$ cat config.mk
export PLATFORM = sky130hd
export DESIGN_NAME = lts_ram
export DESIGN_NICKNAME = d
export VERILOG_FILES = /design/src/design/assert_macros.svh /design/src/design/lts_ram.sv
export SDC_FILE = /design/constraint.sdc
export NUM_CORES = 1
export LEC_CHECK = 0
export ABC_CLOCK_PERIOD_IN_PS = 2400
export BUFFER_PORTS_ARGS = -buffer_cell sky130_fd_sc_hd__buf_2
export CAP_MARGIN = 20
export CORE_ASPECT_RATIO = 0.6
export CORE_MARGIN = 2
export CORE_UTILIZATION = 25
export DETAILED_ROUTE_END_ITERATION = 12
export GPL_ROUTABILITY_DRIVEN = 0
export GPL_TIMING_DRIVEN = 1
export PLACE_DENSITY_LB_ADDON = 0.08
export SYNTH_ARGS = -nofsm -noshare
export SYNTH_HDL_FRONTEND = slang
export SYNTH_SLANG_ARGS = --single-unit
$ cat constraint.sdc
create_clock -name clock -period 2.4 [get_ports clock]
set_input_delay 0.24 -clock clock [delete_from_list [all_inputs] [get_ports clock]]
set_output_delay 0.24 -clock clock [all_outputs]
set_load 0.05 [all_outputs]
$ cat src/design/assert_macros.svh
// assertion helpers shared by the rtl
`ifndef ASSERT_MACROS_SVH
`define ASSERT_MACROS_SVH
`ifndef SYNTHESIS
`define ASSERT_ALWAYS(label, clk, rst, prop, msg) \
   label: assert property (@(posedge clk) disable iff (rst) prop) else $error(msg);
`define ASSERT_NEVER(label, clk, rst, cond, msg) \
   label: assert property (@(posedge clk) disable iff (rst) !(cond)) else $error(msg);
`else
`define ASSERT_ALWAYS(label, clk, rst, prop, msg)
`define ASSERT_NEVER(label, clk, rst, cond, msg)
`endif
`endif

$ cat src/design/lts_ram.sv
`timescale 1ns / 1ps
`default_nettype none
module lts_ram #(
   parameter int WIDTH = 8,
   parameter int DEPTH = 16
) (
   input  logic                     clock,
   input  logic                     wr_en,
   input  logic [$clog2(DEPTH)-1:0] wr_addr,
   input  logic [WIDTH-1:0]         wr_data,
   input  logic [$clog2(DEPTH)-1:0] rd_addr,
   output logic [WIDTH-1:0]         rd_data
);
   logic [WIDTH-1:0] mem_ff [DEPTH];
   logic [WIDTH-1:0] rd_data_ff;

   always_ff @(posedge clock) begin
      if (wr_en) begin
         mem_ff[wr_addr] <= wr_data;
      end
      rd_data_ff <= mem_ff[rd_addr];
   end

   assign rd_data = rd_data_ff;
endmodule
`default_nettype wire

==> run metrics <==
outcome=completed; area leader, netlist=edfxtp_1; first-pass GRT wire length=between 15000 and 20000 um; Mapped Nets=about 250; Critical Path RT=roughly 2.4 ns; syn avg cell area=roughly 22 um^2; Max-Slew Margin vs Limit=between 40% and 50%; LEAKAGE=~0.0021 uW; Worst VDD drop=around 0.46 mV; DRC violations left=0; worst setup path end=mem_ff[2][7]; Cell Pwr Density=slightly above 900 nW/um^2; PostCTS Resize Cnt=0; core footprint=20100 um^2; Worst Hold Class=in2reg; endpoint class of the critical path=flip-flop; Setup WS post-layout=about 0.92 ns; max cap viols=0; CTS tree=done; Initial Util=around 26%; Worst-Skew Late Latency=0.42 ns; post-place instance area=5700 um^2; Clock Sinks=around 140; Post CTS Setup Buffer Count=0; Cell variety after synth=19; fin crit share=between 60% and 70%; depth of the CTS H-tree=4; worst-case clock buffer depth=2; hold buffer count at CTS=0; Period minus WS final=between 1 and 1.5 ns; root buffer cell=clkbuf_16; Synth warnings=0; largest net degree at the start of global routing=33; via/cell ratio=4.30; Die X=~190 um; Routed WL=about 12000 um; min-delay src=wr_data[0]; Area contributors post-synth=edfxtp_1 75%, mux4_2 7.9%, mux4_1 7.1%; DRT antenna net count=0; DRT Pass-1 Iters=4; setup TNS=0 ns; count of nets after finishing=300; Die Span Y=~120 um; Final Cell Area=between 6000 and 7000 um^2; critical path type=in2reg; row count=40; reg2reg start=mem_ff[10][4]; post-synth top area share=74.7%; Final Hold Fails=0; fillers=1970; vias in the first global route=2606; fraction of layout cells with a size suffix above 1=a little under a third; r2r endpoint=rd_data[4]; HPWL Detailed=between 7000 and 8000 um; worst-path fanout max=8; total die area=between 20000 and 25000 um^2; # port buffers=25; antenna violations before repair=0; DR vias=~2400; pre-CTS setup slack=roughly 0.47 ns; worst setup path start=wr_addr[2]; DP Cell Count=536; GR Util All Layers=between 10 and 15%; crit path launch type=primary input; Fmax=between 0.6 and 0.7 GHz; Arr. time, crit path=roughly 1.5 ns; Tightest Pin Transition=about 0.82 ns; total CTS buffers=17; Iteration-0 DRC Markers=between 100 and 150; clock slew at reported path FFs=~0.06 ns; FF+latch count, synth=between 100 and 150; R2R cell count=3; flop-to-flop setup slack=around 1.0 ns; WL/cell=~22 um; clock skew=~0.0064 ns; cells after synthesis=229; Slew Limit Fails=0; RSZ-0062 raised after global routing=false; area delta synth->final=23.2%; sequential fraction of the synthesis area=77.8%; fin cells=between 500 and 600; Finish-stage setup viols=0; grt ovf=0; mapped cell area=roughly 5100 um^2; Ant. Diodes=0; Top Ports=26
how the worst min path moves through the flow:
stage / cells after the start / slack (ns) / to
after floorplan: 0 / 0.34 / mem_ff[0][0]
final: 1 / 0.23 / mem_ff[9][0]
after CTS: 1 / 0.21 / mem_ff[9][0]
after global placement: 1 / 0.66 / mem_ff[0][5]
after detailed placement: 1 / 0.66 / mem_ff[13][0]
after global routing: 1 / 0.23 / mem_ff[9][0]
report_power, final:
| group | internal [uW] | total [uW] | leakage [uW] | switching [uW] |
|---|---|---|---|---|
| Combinational | 107 | 315 | 0.000581 | 207 |
| Sequential | 2660 | 2670 | 0.00122 | 17.4 |
| Clock | 1860 | 2840 | 0.000310 | 973 |
| Total | 4630 | 5820 | 0.00211 | 1200 |
registers in the layout, summed over array words and instances, names as in the netlist:
register / cells
mem_ff: 128
rd_data: 8
synthesized netlist by cell type:
cell	instances
edfxtp_1	128
mux4_2	18
a22oi_1	16
mux4_1	14
nor2_1	13
nand2_1	9
dfxtp_1	8
nor3_1	4
buf_2	3
buf_6	3
clkdlybuf4s25_2	3
nand2b_1	2
nand3b_1	2
and2_1	1
and2b_1	1
buf_4	1
nand3_1	1
nor2b_1	1
or3b_2	1
placed cells by master, fill, tap and decap left out:
master      synthesis  final
a22oi_1            16     16
or3b_2              1      1
edfxtp_1          128    128
clkbuf_16           0     17
buf_12              0      2
clkinv_2            0      3
nand3_1             1      1
and2_1              1      1
mux4_1             14     14
clkbuf_1            0      1
dfxtp_1             8      8
nand3b_1            2      2
nand2b_1            2      2
clkinvlp_4          0      2
nor2b_1             1      1
nor3_1              4      4
buf_4               1     17
nor2_1             13     13
mux4_2             18     18
clkinv_4            0      2
nand2_1             9      9
buf_2               3     25
clkbuf_8            0      1
clkinv_1            0      1
and2b_1             1      1
bufinv_16           0      5
per-layer routing:
metal / vias to the layer above / track usage [%] / part of all wire, %
li1: 1082 / - / -
met1: 1317 / 18.0 / 52
met2: 33 / 18.1 / 44
met3: 11 / 3.21 / 2.9
met4: 0 / 4.65 / 1.1
met5: - / 0 / 0
logic make-up after synthesis:
logic type | Yosys count | share of synthesized area [%]
flip-flops | 136 | 77.8
AND/OR/NAND/NOR | 35 | 3.18
multiplexers | 32 | 15.0
AO/OA/AOI/OAI | 16 | 2.33
buffers and inverters | 10 | 1.68
final cells by class:
type | instances | area [um^2] | area share, %
clock buffer | 19 | 443 | 6.99
sequential | 136 | 4000 | 63.2
tap | 273 | 342 | 5.39
multi-input combinational | 83 | 1060 | 16.7
timing repair buffer | 44 | 293 | 4.62
clock inverter | 13 | 201 | 3.18
worst max-delay path: stages:
cell and delay (ns):
buf_2 0.11, or3b_2 0.51, nor2_1 0.64
through the flow:
step	power (uW)	utilization [%]	hold WS, ns
after floorplan	2910	-	0.339
after global placement	3050	28.3	0.657
after detailed placement	3050	28.3	0.662
after CTS	5900	31.5	0.212
after global routing	6030	31.5	0.228
final	5820	31.5	0.229
No activity file was read; power rests on OpenSTA's default activity.
