==> src/design/assert_macros.svh <==
// assertion helpers shared by the rtl
`ifndef ASSERT_MACROS_SVH
`define ASSERT_MACROS_SVH
`ifndef SYNTHESIS
`define ASSERT_ALWAYS(label, clk, rst, prop, msg) \
   label: assert property (@(posedge clk) disable iff (rst) prop) else $error(msg);
`define ASSERT_NEVER(label, clk, rst, cond, msg) \
   label: assert property (@(posedge clk) disable iff (rst) !(cond)) else $error(msg);
`else
`define ASSERT_ALWAYS(label, clk, rst, prop, msg)
`define ASSERT_NEVER(label, clk, rst, cond, msg)
`endif
`endif

==> src/design/lts_pkg.sv <==
`timescale 1ns / 1ps
`default_nettype none
package lts_pkg;
   localparam int VOCAB_SIZE  = 1026;
   localparam int MAX_TOP_K   = 64;
   localparam int STEP_LIMIT  = 603;
   localparam int LOGIT_WIDTH = 24;

   localparam int IDX_W  = $clog2(VOCAB_SIZE);
   localparam int KPOS_W = $clog2(MAX_TOP_K);
   localparam int KCNT_W = $clog2(MAX_TOP_K + 1);
   localparam int STEP_W = 10;
   localparam int PEN_W  = 16;
   localparam int TEMP_W = 16;
   localparam int TOPK_W = 7;
   localparam int TOPP_W = 17;
   localparam int DRAW_W = 24;
   localparam int WGT_W  = 17;
   localparam int SUM_W  = WGT_W + KPOS_W;

   localparam logic [IDX_W-1:0] ID_FILLER = IDX_W'(1);
   localparam logic [IDX_W-1:0] ID_START  = IDX_W'(1024);
   localparam logic [IDX_W-1:0] ID_STOP   = IDX_W'(1025);
   localparam logic [15:0] LOG2E_Q15 = 16'd47274;

   typedef logic signed [LOGIT_WIDTH-1:0] logit_type;

   typedef enum logic [2:0] {
      CSR_PENALTY   = 3'd0,
      CSR_INV_TEMP  = 3'd1,
      CSR_TOP_K     = 3'd2,
      CSR_TOP_P     = 3'd3,
      CSR_MAX_STEPS = 3'd4
   } csr_index_type;

   typedef enum logic [4:0] {
      ST_IDLE,
      ST_WAIT_CLR,
      ST_SCAN_RD,
      ST_SCAN_EVAL,
      ST_SCAN_PEN,
      ST_W_INIT,
      ST_W_MUL1,
      ST_W_MUL2,
      ST_W_MUL3,
      ST_W_WR,
      ST_N_PREP,
      ST_N_RD,
      ST_N_CHK,
      ST_TARGET,
      ST_D_RD,
      ST_D_CHK,
      ST_FINISH
   } samp_state_type;

   typedef enum logic [1:0] {
      PN_IDLE,
      PN_NEG,
      PN_DIV,
      PN_SAT
   } pen_state_type;

   typedef struct packed {
      logic      start;
      logit_type value;
   } pen_req_type;

   typedef struct packed {
      logic      done;
      logit_type result;
   } pen_rsp_type;

   // 65536 * 2^(-j/16)
   function automatic logic [WGT_W-1:0] pow2_neg(input logic [4:0] j);
      logic [WGT_W-1:0] v;
      begin
         unique case (j)
            5'd0:  v = 17'd65536;
            5'd1:  v = 17'd62757;
            5'd2:  v = 17'd60097;
            5'd3:  v = 17'd57549;
            5'd4:  v = 17'd55109;
            5'd5:  v = 17'd52773;
            5'd6:  v = 17'd50535;
            5'd7:  v = 17'd48393;
            5'd8:  v = 17'd46341;
            5'd9:  v = 17'd44376;
            5'd10: v = 17'd42495;
            5'd11: v = 17'd40693;
            5'd12: v = 17'd38968;
            5'd13: v = 17'd37316;
            5'd14: v = 17'd35734;
            5'd15: v = 17'd34219;
            5'd16: v = 17'd32768;
            default: v = '0;
         endcase
         return v;
      end
   endfunction
endpackage
`default_nettype wire

==> src/design/lts_penalty.sv <==
`timescale 1ns / 1ps
`default_nettype none
`include "assert_macros.svh"
module lts_penalty (
   input  logic                        clock,
   input  logic                        reset,
   input  lts_pkg::pen_req_type        pen_req,
   input  logic [lts_pkg::PEN_W-1:0]   penalty,
   output lts_pkg::pen_rsp_type        pen_rsp
);
   import lts_pkg::*;

   localparam int NUM_W  = LOGIT_WIDTH + 12;
   localparam int PROD_W = LOGIT_WIDTH + PEN_W;
   localparam int RND_W  = PROD_W - 12;
   localparam int CNT_W  = $clog2(NUM_W);
   localparam logic [RND_W-1:0] NEG_LIM = RND_W'(1) << (LOGIT_WIDTH - 1);
   localparam logic [NUM_W-1:0] POS_LIM = (NUM_W'(1) << (LOGIT_WIDTH - 1)) - NUM_W'(1);

   pen_state_type           pstate_ff, pstate_in;
   logic [NUM_W-1:0]        num_ff, num_in;
   logic [PEN_W-1:0]        rem_ff, rem_in;
   logic [PEN_W-1:0]        divisor_ff, divisor_in;
   logic [CNT_W-1:0]        cnt_ff, cnt_in;
   logic [PROD_W-1:0]       prod_ff, prod_in;
   logit_type               result_ff, result_in;
   logic                    done_ff, done_in;

   logic [PEN_W-1:0]        p_eff;
   logic [LOGIT_WIDTH-1:0]  mag;
   logic [PEN_W:0]          rem_sh;
   logic                    fits;
   logic [RND_W-1:0]        rounded;

   always_comb begin
      p_eff   = (penalty == '0) ? PEN_W'(1) : penalty;
      mag     = LOGIT_WIDTH'(-pen_req.value);
      rem_sh  = {rem_ff, num_ff[NUM_W-1]};
      fits    = rem_sh >= {1'b0, divisor_ff};
      rounded = RND_W'((prod_ff + PROD_W'(2048)) >> 12);

      pstate_in  = pstate_ff;
      num_in     = num_ff;
      rem_in     = rem_ff;
      divisor_in = divisor_ff;
      cnt_in     = cnt_ff;
      prod_in    = prod_ff;
      result_in  = result_ff;
      done_in    = 1'b0;

      unique case (pstate_ff)
         PN_IDLE: begin
            if (pen_req.start) begin
               if (pen_req.value < 0) begin
                  prod_in   = PROD_W'(mag) * PROD_W'(p_eff);
                  pstate_in = PN_NEG;
               end else begin
                  num_in     = NUM_W'({pen_req.value, 12'b0}) + NUM_W'(p_eff >> 1);
                  rem_in     = '0;
                  cnt_in     = '0;
                  divisor_in = p_eff;
                  pstate_in  = PN_DIV;
               end
            end
         end
         PN_NEG: begin
            result_in = (rounded > NEG_LIM) ? logit_type'(NEG_LIM)
                                            : logit_type'(-rounded);
            done_in   = 1'b1;
            pstate_in = PN_IDLE;
         end
         PN_DIV: begin
            rem_in = fits ? PEN_W'(rem_sh - {1'b0, divisor_ff}) : PEN_W'(rem_sh);
            num_in = {num_ff[NUM_W-2:0], fits};
            cnt_in = cnt_ff + CNT_W'(1);
            if (cnt_ff == CNT_W'(NUM_W - 1)) begin
               pstate_in = PN_SAT;
            end
         end
         PN_SAT: begin
            result_in = (num_ff > POS_LIM) ? logit_type'(POS_LIM)
                                           : logit_type'(num_ff[LOGIT_WIDTH-1:0]);
            done_in   = 1'b1;
            pstate_in = PN_IDLE;
         end
         default: pstate_in = PN_IDLE;
      endcase
   end

   always_ff @(posedge clock) begin
      if (reset) begin
         pstate_ff <= PN_IDLE;
         done_ff   <= 1'b0;
      end else begin
         pstate_ff <= pstate_in;
         done_ff   <= done_in;
      end
   end

   always_ff @(posedge clock) begin
      num_ff     <= num_in;
      rem_ff     <= rem_in;
      divisor_ff <= divisor_in;
      cnt_ff     <= cnt_in;
      prod_ff    <= prod_in;
      result_ff  <= result_in;
   end

   assign pen_rsp = '{done: done_ff, result: result_ff};

   `ASSERT_NEVER(a_start_busy, clock, reset, pen_req.start && pstate_ff != PN_IDLE, "start while busy")
   `ASSERT_ALWAYS(a_done_src, clock, reset, pen_rsp.done |-> ($past(pstate_ff) == PN_NEG || $past(pstate_ff) == PN_SAT), "done without result")
   `ASSERT_ALWAYS(a_rem_bound, clock, reset, pstate_ff == PN_DIV |-> rem_ff < divisor_ff, "remainder not below divisor")
endmodule
`default_nettype wire

==> config.mk <==
export PLATFORM = sky130hd
export DESIGN_NAME = lts_penalty
export DESIGN_NICKNAME = d
export VERILOG_FILES = /design/src/design/lts_pkg.sv /design/src/design/lts_penalty.sv
export VERILOG_INCLUDE_DIRS = /design/src /design/src/design
export SDC_FILE = /design/constraint.sdc
export NUM_CORES = 1
export LEC_CHECK = 0
export BUFFER_PORTS_ARGS = -buffer_cell sky130_fd_sc_hd__buf_2
export CAP_MARGIN = 20
export CORE_UTILIZATION = 59
export CTS_CLUSTER_SIZE = 16
export DETAILED_ROUTE_END_ITERATION = 8
export GPL_TIMING_DRIVEN = 0
export PLACE_DENSITY_LB_ADDON = 0.1
export SLEW_MARGIN = 10
export SYNTH_ARGS = -nofsm -noshare
export SYNTH_HDL_FRONTEND = slang
export SYNTH_SLANG_ARGS = --single-unit
==> constraint.sdc <==
create_clock -name clock -period 9.85 [get_ports clock]
set_input_delay 1.97 -clock clock [delete_from_list [all_inputs] [get_ports clock]]
set_output_delay 1.97 -clock clock [all_outputs]
set_load 0.01 [all_outputs]
==> results.sh <==
export IMPL_outcome="completed"
export IMPL_fin_ws_ns=0.201
export IMPL_clk_pin_slew_ns=0.06
export IMPL_hold_viol_final=0
export IMPL_rr_worst_depth=10
export IMPL_yosys_most_used_dff="edfxtp_1"
export IMPL_fmax_mhz=104
export IMPL_place_hpwl_mm=43.4
export IMPL_pre_cts_slack_ns=-0.929
export IMPL_skew_ns=0.00906
export IMPL_maxCapViolCount=0
export IMPL_antenna_found_initial=0
export IMPL_core_rowCount=67
export IMPL_io_buffers=49
export IMPL_drt_total_wl_mm=55.0
export IMPL_gp_congestion=0.951
export IMPL_ios=68
export IMPL_ys_types=78
export IMPL_drc_errors=0
export IMPL_drtIter0Drc=1207
export IMPL_timing_rr_start="prod_ff[11]$_DFFE_PP_"
export IMPL_r2r_slack_ns=6.55
export IMPL_clockBufferDepth=2
export IMPL_syn_area_um2=20000
export IMPL_start_util=0.599
export IMPL_track_usage=0.328
export IMPL_drv_slew=0
export IMPL_critical_path_max_stage_delay_ns=0.55
export IMPL_worst_slew_pin_transition_ns=1.16
export IMPL_layout_common_cells="inv_1 (383), nand2_1 (321), fa_1 (307), and2_1 (173), ha_1 (131)"
export IMPL_cpMostUsedCell="fa_1"
export IMPL_crit_type="in2reg"
export IMPL_grt_start_max_net_pins=60
export IMPL_die_area_um2=34700
export IMPL_layout_drive_gt1_share=0.0931
export IMPL_numCtsBuffers=17
export IMPL_n_antenna_cell=0
export IMPL_rsz0062_at_grt="true"
export IMPL_final_common_cell="inv_1"
export IMPL_synth_fp_nets=2647
export IMPL_setup_violations=0
export IMPL_post_drt_wl_per_cell_um=20.3
export IMPL_async_flop_share=0
export IMPL_hold_path_class="reg2reg"
export IMPL_cts_num_sinks=130
export IMPL_yosysWarnings=0
export IMPL_tritoncts="done"
export IMPL_start_kind="primary input"
export IMPL_final_util=0.657
export IMPL_critPathCaptureType="flop"
export IMPL_coreArea_um2=33400
export IMPL_holdCritStartpoint="num_ff[4]$_DFFE_PP_"
export IMPL_postSynthAreaPerCell_um2=9.26
export IMPL_hold_end="num_ff[5]$_DFFE_PP_"
export IMPL_die_h_um=186
export IMPL_rr_endpoint="result_ff[14]$_DFFE_PP_"
export IMPL_vias_per_cell=5.73
export IMPL_antenna_left=0
export IMPL_areaGrowthSynthToFinish_pct=9.70
export IMPL_grt_pass1_vias=16117
export IMPL_period_share=0.980
export IMPL_grt_pass1_wl_mm=87.1
export IMPL_synth_edf_count=127
export IMPL_die_w_um=186
export IMPL_synth_seq_cells=130
export IMPL_synthCells=2165
export IMPL_ys_seq_area_frac=0.193
export IMPL_cpMaxStageDelayCell="fa_1"
export IMPL_cp_arrival_ns=9.82
export IMPL_dr_pass1_iters=5
export IMPL_relSlewSlack=0.229
export IMPL_h_tree_depth=4
export IMPL_clock_tree_root_cell="clkbuf_16"
export IMPL_fin_nets=2724
export IMPL_clock_latency_ns=0.42
export IMPL_period_minus_slack_ns=9.65
export IMPL_hold_path_depth=2
export IMPL_worstPathRequired_ns=10.02
export IMPL_critPathMaxFanout=10
export IMPL_grt_overflow_total=0
export IMPL_vias=15479
kinds of logic after synthesis:
family / Yosys count / share of synthesized area
buffers and inverters: 504 / 0.0970
adder cells (fa/ha/maj): 439 / 0.389
AND/OR/NAND/NOR: 741 / 0.186
XOR/XNOR: 124 / 0.0542
multiplexers: 15 / 0.00755
AO/OA/AOI/OAI: 212 / 0.0725
flip-flops: 130 / 0.193
sequential cells by signal, indices dropped and copies added (netlist names):
name,count
num_ff,36
pstate_ff,2
done_ff,1
cnt_ff,6
divisor_ff,16
prod_ff,29
result_ff,24
rem_ff,16
critical path, delay by kind of cell:
| family | cells | cell delay [ns] |
|---|---|---|
| AOI/OAI and AO/OA | 6 | 1.14 |
| and+or+nand+nor | 8 | 2.35 |
| buffers and inverters | 5 | 0.54 |
| xor gates and xnor gates | 2 | 0.40 |
| adders and majority gates | 7 | 3.41 |
through the flow:
step | area (um2) | hold WS, ns | TNS [ns] | std cells
after floorplan | 20000 | 0.499 | 0 | 2165
after global placement | 20800 | 0.523 | -12.07 | 2662
after detailed placement | 20900 | 0.529 | -12.88 | 2664
after CTS | 21600 | 0.546 | 0 | 2696
after global routing | 22000 | 0.584 | -0.133 | 2703
final | 22000 | 0.554 | 0 | 2703
synthesized netlist by cell type (all sizes together), types with 11 or more instances:
cell / n / share of area
ha: 132 / 0.082
clkbuf: 102 / 0.019
nand2: 323 / 0.060
and3: 16 / 0.0050
a21o: 25 / 0.0094
inv: 383 / 0.072
mux2i: 14 / 0.0070
nor3: 25 / 0.0076
nor4: 15 / 0.0065
edfxtp: 127 / 0.19
nand4: 19 / 0.0062
nor2b: 16 / 0.0054
nand3: 36 / 0.012
a21oi: 49 / 0.013
xor2: 41 / 0.018
nor2: 83 / 0.016
o22ai: 23 / 0.011
buf: 19 / 0.0061
fa: 307 / 0.31
xnor2: 83 / 0.036
o21ai: 49 / 0.012
a31oi: 11 / 0.0034
and2: 175 / 0.055
worst max-delay path by stage:
stage               start                     to  slack (ns)  cells after the start
2_1_floorplan  pen_req[4]  prod_ff[33]$_DFFE_PP_        0.40                     29
3_3_place_gp   pen_req[0]  prod_ff[33]$_DFFE_PP_       -0.93                     31
3_5_place_dp   pen_req[0]  prod_ff[33]$_DFFE_PP_       -0.93                     31
4_1_cts        pen_req[3]  prod_ff[39]$_DFFE_PP_       0.008                     29
5_1_grt        pen_req[4]  prod_ff[33]$_DFFE_PP_       -0.06                     27
6_report       pen_req[3]  prod_ff[33]$_DFFE_PP_        0.20                     28
per-layer routing:
metal  part of all wire  global-route usage  vias to the layer above
met5                  0                   0                        -
met4              0.038               0.132                        0
met3              0.078              0.0536                      134
met2               0.48               0.543                      682
met1               0.41               0.432                     7713
li1                   -                   -                     6950
cell type report:
class,instances,area (um2)
Multi-Input combinational cell,1531,14600
Sequential cell,130,3870
Tap cell,448,561
Timing Repair Buffer,58,310
Buffer,121,588
Fill cell,2790,11500
Inverter,383,1440
Clock buffer,18,439
Clock inverter,14,191
what timing repair did:
| action | CTS | global route |
|---|---|---|
| gates resized for setup | 24 | 93 |
| pin swaps | 0 | 3 |
| cloned | 0 | 1 |
| endpoints found under the hold margin | 0 | 0 |
| endpoints found under the setup margin | 18 | 16 |
| hold buffers | 0 | 0 |
| buffers inserted | 0 | 6 |
Power is left out: the tool's default activity adds up to more than one toggle a clock period on the data nets, which glitch-free logic cannot reach.
